## src/hdl/rthsi_div.sv

```systemverilog
// Restoring divider, one quotient bit per stage. Needs num < den * 2^QW.
module rthsi_div #(
    parameter int QW = 16,
    parameter int NW = 27,
    parameter int DW = 11
) (
    input  logic          clk,
    input  logic          en,
    input  logic [NW-1:0] num,
    input  logic [DW-1:0] den,
    output logic [QW-1:0] quo
);

    logic [NW-1:0] rem_reg [QW];
    logic [DW-1:0] den_reg [QW];
    logic [QW-1:0] q_reg   [QW];

    for (genvar k = 0; k < QW; k++)
    begin : g_stage
        localparam int B = QW - 1 - k;
        logic [NW-1:0] rem_in;
        logic [DW-1:0] den_in;
        logic [QW-1:0] q_in;
        logic [NW-1:0] trial;
        logic          ge;

        if (k == 0)
        begin : g_first
            assign rem_in = num;
            assign den_in = den;
            assign q_in   = '0;
        end
        else
        begin : g_next
            assign rem_in = rem_reg[k-1];
            assign den_in = den_reg[k-1];
            assign q_in   = q_reg[k-1];
        end

        assign trial = NW'(den_in) << B;
        assign ge    = rem_in >= trial;

        always_ff @(posedge clk)
        begin
            if (en)
            begin
                rem_reg[k] <= ge ? rem_in - trial : rem_in;
                den_reg[k] <= den_in;
                q_reg[k]   <= q_in | (QW'(ge) << B);
            end
        end
    end

    assign quo = q_reg[QW-1];

endmodule

```

## config.mk

```make
export PLATFORM = sky130hd
export DESIGN_NAME = rthsi_div
export DESIGN_NICKNAME = d
export VERILOG_FILES = /design/src/hdl/rthsi_div.sv
export SDC_FILE = /design/constraint.sdc
export NUM_CORES = 1
export LEC_CHECK = 0
export BUFFER_PORTS_ARGS = -buffer_cell sky130_fd_sc_hd__buf_2
export CELL_PAD_IN_SITES_DETAIL_PLACEMENT = 1
export CELL_PAD_IN_SITES_GLOBAL_PLACEMENT = 1
export CORE_MARGIN = 4
export CORE_UTILIZATION = 48
export CTS_CLUSTER_SIZE = 8
export DETAILED_ROUTE_END_ITERATION = 12
export PLACE_DENSITY_LB_ADDON = 0.1
export SYNTH_ARGS = -nofsm -noshare
export SYNTH_HDL_FRONTEND = slang
export SYNTH_SLANG_ARGS = --single-unit
```

## constraint.sdc

```tcl
create_clock -name clk -period 2.9 [get_ports clk]
set_input_delay 0.435 -clock clk [delete_from_list [all_inputs] [get_ports clk]]
set_output_delay 0.435 -clock clk [all_outputs]
set_load 0.01 [all_outputs]
```

* Yosys cells after proc, flatten, opt, wreduce, memory -nomap -nowiden
Memory sizes are Yosys's and may differ from the RTL's.
Cells that the tools add are included.
** Word-level totals
- Bits in registers :: 0
- Bits in latches :: 0
- Memory bits (writable) :: 864
- Memory bits (read-only) :: 0
- Input bits :: 40
- Output and inout bits :: 16
- Word-level logic and storage cells :: 68
- Memories kept :: 3
** Cells by class
- Add/subtract/negate cells :: 16
- Multipliers :: 0
- Divide/modulo/power cells :: 0
- $lt $le $gt $ge :: 16
- Equal/unequal tests :: 0
- Shift operators :: 0
- Muxes and demuxes :: 18
- Bitwise operators :: 15
- Reduce and logical (&&, ||, !) cells :: 0
** Memory list
- rem_reg :: words 16, bits a word 27, rd ports 15, clocked after memory_dff 0, write ports 16, line 14 : logic [NW-1:0] rem_reg [QW];
- q_reg :: words 16, bits a word 16, rd ports 16, clocked after memory_dff 0, write ports 16, line 16 : logic [QW-1:0] q_reg [QW];
- den_reg :: words 16, bits a word 11, rd ports 15, clocked after memory_dff 0, write ports 16, line 15 : logic [DW-1:0] den_reg [QW];
** Operator list (count)
- $mux 27 :: 16
- $ge 27x11->1 :: 1
- $ge 27x12->1 :: 1
- $ge 27x13->1 :: 1
- $ge 27x14->1 :: 1
- $ge 27x15->1 :: 1
- $ge 27x16->1 :: 1
- $ge 27x17->1 :: 1
- $ge 27x18->1 :: 1
- $ge 27x19->1 :: 1
- $ge 27x20->1 :: 1
- $ge 27x21->1 :: 1
- $ge 27x22->1 :: 1
- $ge 27x23->1 :: 1
- $ge 27x24->1 :: 1
- $ge 27x25->1 :: 1
- $ge 27x26->1 :: 1
- $sub 27x11->27 :: 1
- $sub 27x12->27 :: 1
- $sub 27x13->27 :: 1
- $sub 27x14->27 :: 1
- $sub 27x15->27 :: 1
- $sub 27x16->27 :: 1
- $sub 27x17->27 :: 1
- other kinds (25) :: 26

* Logic depth before layout (Yosys ltp)
Gate-level depths: netlist (run 1).
An unclocked memory read counts as a cell.
- Word-level depth :: 3
- Mapped depth :: 12
- Mapped depth without buffers :: 11

* Worst setup path before layout (run 1)
OpenSTA, ideal clock, no wires.
- Kind :: reg-to-reg
- From :: mem rem_reg[11][3], in the netlist rem_reg[1][84]
- To :: mem rem_reg[12][15], in the netlist rem_reg[1][123] (data pin)
- Library setup time :: 260 ps
- Data arrival time :: 2637 ps
- Required time :: 2640 ps
- Setup slack :: 2 ps
- Cell stages (with the launch flop) :: 13
- Buffers on the path :: 2
- Clock period less this slack :: 2898 ps
- Cells stage by stage :: edfxtp_1 > inv_1 > ha_1 > inv_1 > fa_1 > a211oi_1 > o21ai_0 > a211oi_1 > nand3b_1 > buf_2 > buf_2 > nand2_1 > o21ai_0
** RTL lines (line)
- from (decl) :: 14

==> results of run 1 <==
-- cell usage after synthesis (10+ instances only) --
cell | count | area share [%]
edfxtp_1 | 706 | 62
inv_1 | 230 | 2.5
ha_1 | 176 | 6.4
nor2_1 | 173 | 1.9
a21oi_1 | 142 | 2.1
nand2_1 | 135 | 1.5
o21ai_0 | 123 | 1.8
xor2_1 | 107 | 2.7
xnor2_1 | 106 | 2.7
nor3_1 | 64 | 0.94
nor4_1 | 61 | 1.1
mux2_2 | 53 | 1.7
a21o_1 | 42 | 0.92
nand3_1 | 40 | 0.59
o21a_1 | 34 | 0.75
nor2b_1 | 33 | 0.60
clkbuf_1 | 30 | 0.33
nand4_1 | 26 | 0.48
nand2b_1 | 25 | 0.46
or3_1 | 25 | 0.46
or4_1 | 22 | 0.48
a211oi_1 | 20 | 0.44
nor4b_1 | 19 | 0.49
o31ai_1 | 17 | 0.37
o211ai_1 | 16 | 0.35
and3_1 | 15 | 0.27
fa_1 | 15 | 0.88
o31a_1 | 14 | 0.36
a31oi_1 | 13 | 0.24
o21bai_1 | 11 | 0.24
a2111oi_0 | 10 | 0.26
and2_1 | 10 | 0.18
or2_2 | 10 | 0.18
-- layer usage --
metal | global-route usage [%] | vias to the layer above | share of wire [%]
met1 | 28.5 | 11000 | 43
met4 | 6.27 | 0 | 2.3
met3 | 2.92 | 132 | 3.2
met5 | 0 | - | 0
li1 | - | 10500 | -
met2 | 39.5 | 347 | 51
-- power groups by stage --
stage	clock [mW]	sequential [mW]	combinational, mW
after detailed placement	0	15.3	9.63
after global placement	0	15.3	9.21
final	10.0	15.2	10.3
after CTS	10.3	15.2	9.86
after floorplan	0	14.6	6.58
after global routing	10.8	15.4	11.4
-- per-stage QoR --
stage | power, mW | hold slack [ps] | utilization, % | setup slack, ps | TNS (ps)
after floorplan | 21.2 | 400 | - | 2.46 | 0
after global placement | 24.5 | 401 | 52.4 | -144 | -1820
after detailed placement | 25.0 | 406 | 52.4 | -221 | -5180
after CTS | 35.4 | 13.3 | 56.6 | 2.19 | 0
after global routing | 37.6 | 26.7 | 57.6 | -59.3 | -456
final | 35.5 | 57.4 | 57.6 | 19.6 | 0
-- final timing paths --
check / end / from / cells past startpoint
worst max-delay path: rem_reg[1][133] / rem_reg[1][100] / 8
worst max register to register: rem_reg[1][133] / rem_reg[1][100] / 8
worst min register to register: q_reg[1][93] / q_reg[1][77] / 0
worst min-delay path: rem_reg[0][0] / num[0] / 1
-- logic make-up after synthesis --
group | after synthesis | share of synthesized area [%]
multiplexers | 61 | 1.98
buffers and inverters | 269 | 3.00
flip-flops | 706 | 62.0
adder cells (fa/ha/maj) | 191 | 7.32
AO/OA/AOI/OAI | 502 | 9.38
XOR/XNOR | 213 | 5.46
AND/OR/NAND/NOR | 703 | 10.8
-- timing repair --
action                     CTS  global route
cloned                       1             1
hold endpoints to repair    24             0
resized for setup           31           112
buffers inserted             3            20
hold buffers                24             0
pin swaps                    5            32
setup endpoints to repair   69           155
-- cell type report --
class                           instances  area [um^2]  area share (%)
Sequential cell                       706        21200            52.4
Clock buffer                           98         2450            6.06
Multi-Input combinational cell       1670        12600            31.1
Inverter                              230          866            2.14
Clock inverter                          8          129           0.319
Timing Repair Buffer                  250         2030            5.01
Tap cell                              940         1180            2.91
==> flow_metrics.tcl, run 1 <==
set metrics [dict create \
    status "completed" \
    synth-warning-count 0 \
    cp_cell_sequence "or4_4 > or3_4 > o31ai_4 > nand3b_1 > buf_6 > nand3b_1 > or3_4 > xnor2_2" \
    place_inst 3748 \
    portBuffers 55 \
    rsz0062_at_grt "yes" \
    async_flop_share_pct 0 \
    die_x_um 275 \
    antenna_found_initial 0 \
    ant_nets 0 \
    maxSlewViolCount 0 \
    nets 3187 \
    synth_edf_count 706 \
    largest_reg_flops 405 \
    drt_wl_total_um 83900 \
    grt_max_degree 106 \
    worst_slew_pin_slew_ps 781 \
    worstSetupPathType "register to register" \
    initial_core_util_pct 48.6 \
    cp_num_buf_inv 1 \
    grt_use_total_pct 22.2 \
    instances_no_fill 3902 \
    period_share_pct 99.3 \
    syn_to_final_growth_pct 18.4 \
    power_switching_share_pct 31.5 \
    p_clk_share_pct 28.3 \
    top_level_ports 56 \
    power.internal_mw 24.3 \
    drt_first_pass_iters 5 \
    slowest_delay_ps 560 \
    place_congestion 0.875 \
    drtIter0Drc 1364 \
    synth_flop_cell "edfxtp_1" \
    pwr-share-seq_pct 42.8 \
    crit_required_ps 3290 \
    root_buffer "clkbuf_16" \
    ys_seq_area_share_pct 62.0 \
    vias 22000 \
    core-area_um2 70300 \
    finalClockSkew_ps 29.0 \
    max_cap_violations 0 \
    place_hpwl_um 61400 \
    clkTransAtPathRegs_ps 50 \
    end_kind "register" \
    setup-violations-final 0 \
    syn-instance-count 2645 \
    min_period_ps 2880 \
    clock-sinks 706 \
    grt_overflow 0 \
    crit_path_start_kind "register" \
    drc 0 \
    powerDensity_nw_per_um2 878 \
    n_antenna_cell 0 \
    cts-buffers-inserted 98 \
    drive_gt1_share_pct 17.3 \
    pwr-share-comb_pct 28.9 \
    max_clock_freq_mhz 347 \
    viasPerCell 5.64 \
    wire_per_inst_um 21.5 \
    avgSynthCellArea_um2 12.9 \
    ys_seq_elements 706 \
    peakVddDrop_uv 451 \
    fin_area_um2 40500 \
    yosysUniqueCellTypes 80 \
    maxSlewHeadroom_pct 47.5 \
    die_area_um2 75500 \
    cts_buffer_depth 3 \
    critical_path.top_delay_family "simple AND/OR/NAND/NOR gates" \
    fp-row-count 97 \
    cts_tree "built" \
    die_height_um 275 \
    grt_pass1_wl_um 132000 \
    htreeDepth 3 \
    clk_latency_ps 650 \
    switchingPower_mw 11.2 \
    cp_max_fo 5 \
    p_leak_nw 15.3 \
    final_cell_mix "edfxtp_1, inv_1, nor2_1, ha_1, buf_4" \
    layout_commonest_cell "edfxtp_1" \
    synth_area_um2 34200 \
    cp.arrival_ps 3270 \
    reg2reg_slack_ps 20 \
    placed_area_um2 36800 \
    crit_slowest_cell "or4_4" \
    syn_nets 2876 \
    grt_pass1_vias 23900 \
    finalHoldViolations 0 \
    num-fill-cells 6920 \
    hold_path_class "input pin to register" \
]
Power figures use the tool's default switching activity.
==> inputs of run 2 (changes only) <==
Settings changed: BUFFER_PORTS_ARGS -buffer_cell sky130_fd_sc_hd__buf_2 to -buffer_cell sky130_fd_sc_hd__clkbuf_2.
==> flow_metrics.tcl, run 2 (synthesized netlist as in run 1, its figures left out) <==
set metrics [dict create \
    slowest_delay_ps 420 \
    ant_nets 0 \
    fp-row-count 97 \
    p_leak_nw 15.4 \
    nets 3193 \
    cp_num_buf_inv 3 \
    n_antenna_cell 0 \
    hp-start "den[1]" \
    cp.arrival_ps 3250 \
    grt_overflow 0 \
    num-fill-cells 6890 \
    r2r_cells 11 \
    status "completed" \
    peakVddDrop_uv 526 \
    final_cell_mix "edfxtp_1, inv_1, ha_1, nor2_1, buf_4" \
    period_share_pct 98.1 \
    crit_required_ps 3300 \
    r2r_start "den_reg[1][62]" \
    syn_to_final_growth_pct 18.4 \
    min_path_cells 1 \
    instances_no_fill 3912 \
    maxSlewViolCount 0 \
    die_x_um 275 \
    maxSlewHeadroom_pct 55.2 \
    crit_path_start_kind "register" \
    whs_ps 49.6 \
    vias 22200 \
    grt_pass1_wl_um 134000 \
    cts-buffers-inserted 98 \
    drtIter0Drc 1689 \
    core-area_um2 70300 \
    layout_commonest_cell "edfxtp_1" \
    crit_slowest_cell "edfxtp_1" \
    setup-violations-final 0 \
    cts_tree "built" \
    worstHoldEndpoint "den_reg[0][1]" \
    finalHoldViolations 0 \
    regArea_um2 21200 \
    wire_per_inst_um 21.9 \
    multiInputGateArea_um2 12600 \
    root_buffer "clkbuf_16" \
    drt_wl_total_um 85600 \
    grt_pass1_vias 23900 \
    largest_reg_flops 405 \
    drt_first_pass_iters 7 \
    grt_max_degree 90 \
    min_period_ps 2850 \
    portBuffers 55 \
    die_height_um 275 \
    top_level_ports 56 \
    cts_buffer_depth 3 \
    max_cap_violations 0 \
    cp_cell_sequence "inv_1 > ha_2 > a21o_1 > a2111oi_4 > a32oi_2 > buf_4 > buf_4 > nand2_1 > and3_4 > nor3b_2 > xor2_1" \
    end_kind "register" \
    finalClockSkew_ps 37.3 \
    max_clock_freq_mhz 351 \
    rsz0062_at_grt "yes" \
    place_hpwl_um 62100 \
    viasPerCell 5.67 \
    htreeDepth 3 \
    antenna_found_initial 0 \
    die_area_um2 75500 \
    critical_path.top_delay_family "compound AO/OA/AOI/OAI gates" \
    worst_slew_pin_slew_ps 663 \
    initial_core_util_pct 48.6 \
    grt_use_total_pct 22.5 \
    power_mw 35.7 \
    place_congestion 0.896 \
    worstSetupPathType "register to register" \
    r2r_end "rem_reg[1][177]" \
    clock-sinks 706 \
    clk_latency_ps 660 \
    setup_tns_ps 0 \
    clkTransAtPathRegs_ps 50 \
    drive_gt1_share_pct 17.2 \
    powerDensity_nw_per_um2 882 \
    place_inst 3756 \
    cp_max_fo 7 \
    hold_path_class "input pin to register" \
    drc 0 \
    reg2reg_slack_ps 50 \
    cpMostUsedCell "buf_4" \
    crit_cells 11 \
]
-- run 2: changes by cell type in the layout (fill, tap and decap cells not counted), moves of 3 or more --
cell / delta
buf_2: -54
buf_4: +12
o21ai_1: -3
ha_4: -3
buf_12: -3
clkbuf_2: +54
inv_1: +4
inv_2: -3
clkbuf_1: +4
-- run 2: worst max path at each step --
stage | start | end | slack (ps)
floorplan | rem_reg[1][84] | rem_reg[1][123] | 2
global placement | rem_reg[1][8] | rem_reg[1][49] | -160
detailed placement | rem_reg[1][84] | rem_reg[1][133] | -260
CTS | rem_reg[1][58] | rem_reg[1][105] | 5
global route | den_reg[0][34] | rem_reg[0][134] | -70
finish | den_reg[1][62] | rem_reg[1][177] | 50
-- run 2: layout make-up --
type	instances	area share (%)
well taps	940	2.91
flip-flops and latches	706	52.4
clock buffers	102	6.10
multi-input cells	1670	31.0
inverters	230	2.13
repair buffers	256	5.01
clock inverters	8	0.421
-- run 2: layer usage --
layer  global-route usage, %  routed length (um)  share of wire (%)
met1                    29.2               36900                 43
met2                    39.9               43800                 51
met3                    2.77                2840                3.3
met4                    6.76                2090                2.4
met5                       0                   0                  0
-- run 2: per-stage QoR --
step,setup WS [ps],cell area (um^2),util [%]
after CTS,5.01,39800,56.7
after global routing,-67.9,40500,57.6
after detailed placement,-257,36800,52.4
after floorplan,2.46,34200,-
after global placement,-156,36800,52.4
final,54.6,40500,57.6
-- run 2: report_power, final --
part	total [mW]	internal (mW)	switching, mW	leakage, nW
logic	10.3	4.67	5.59	7.32
clock network	10.2	5.99	4.18	1.28
registers	15.3	13.7	1.57	6.77
total	35.7	24.4	11.3	15.4
-- run 2: repair_timing --
item	4_1_cts	5_1_grt
buffers inserted	3	20
hold buffers	23	0
resized for setup	27	101
setup endpoints to repair	70	158
hold endpoints to repair	23	0
pin swaps	6	29
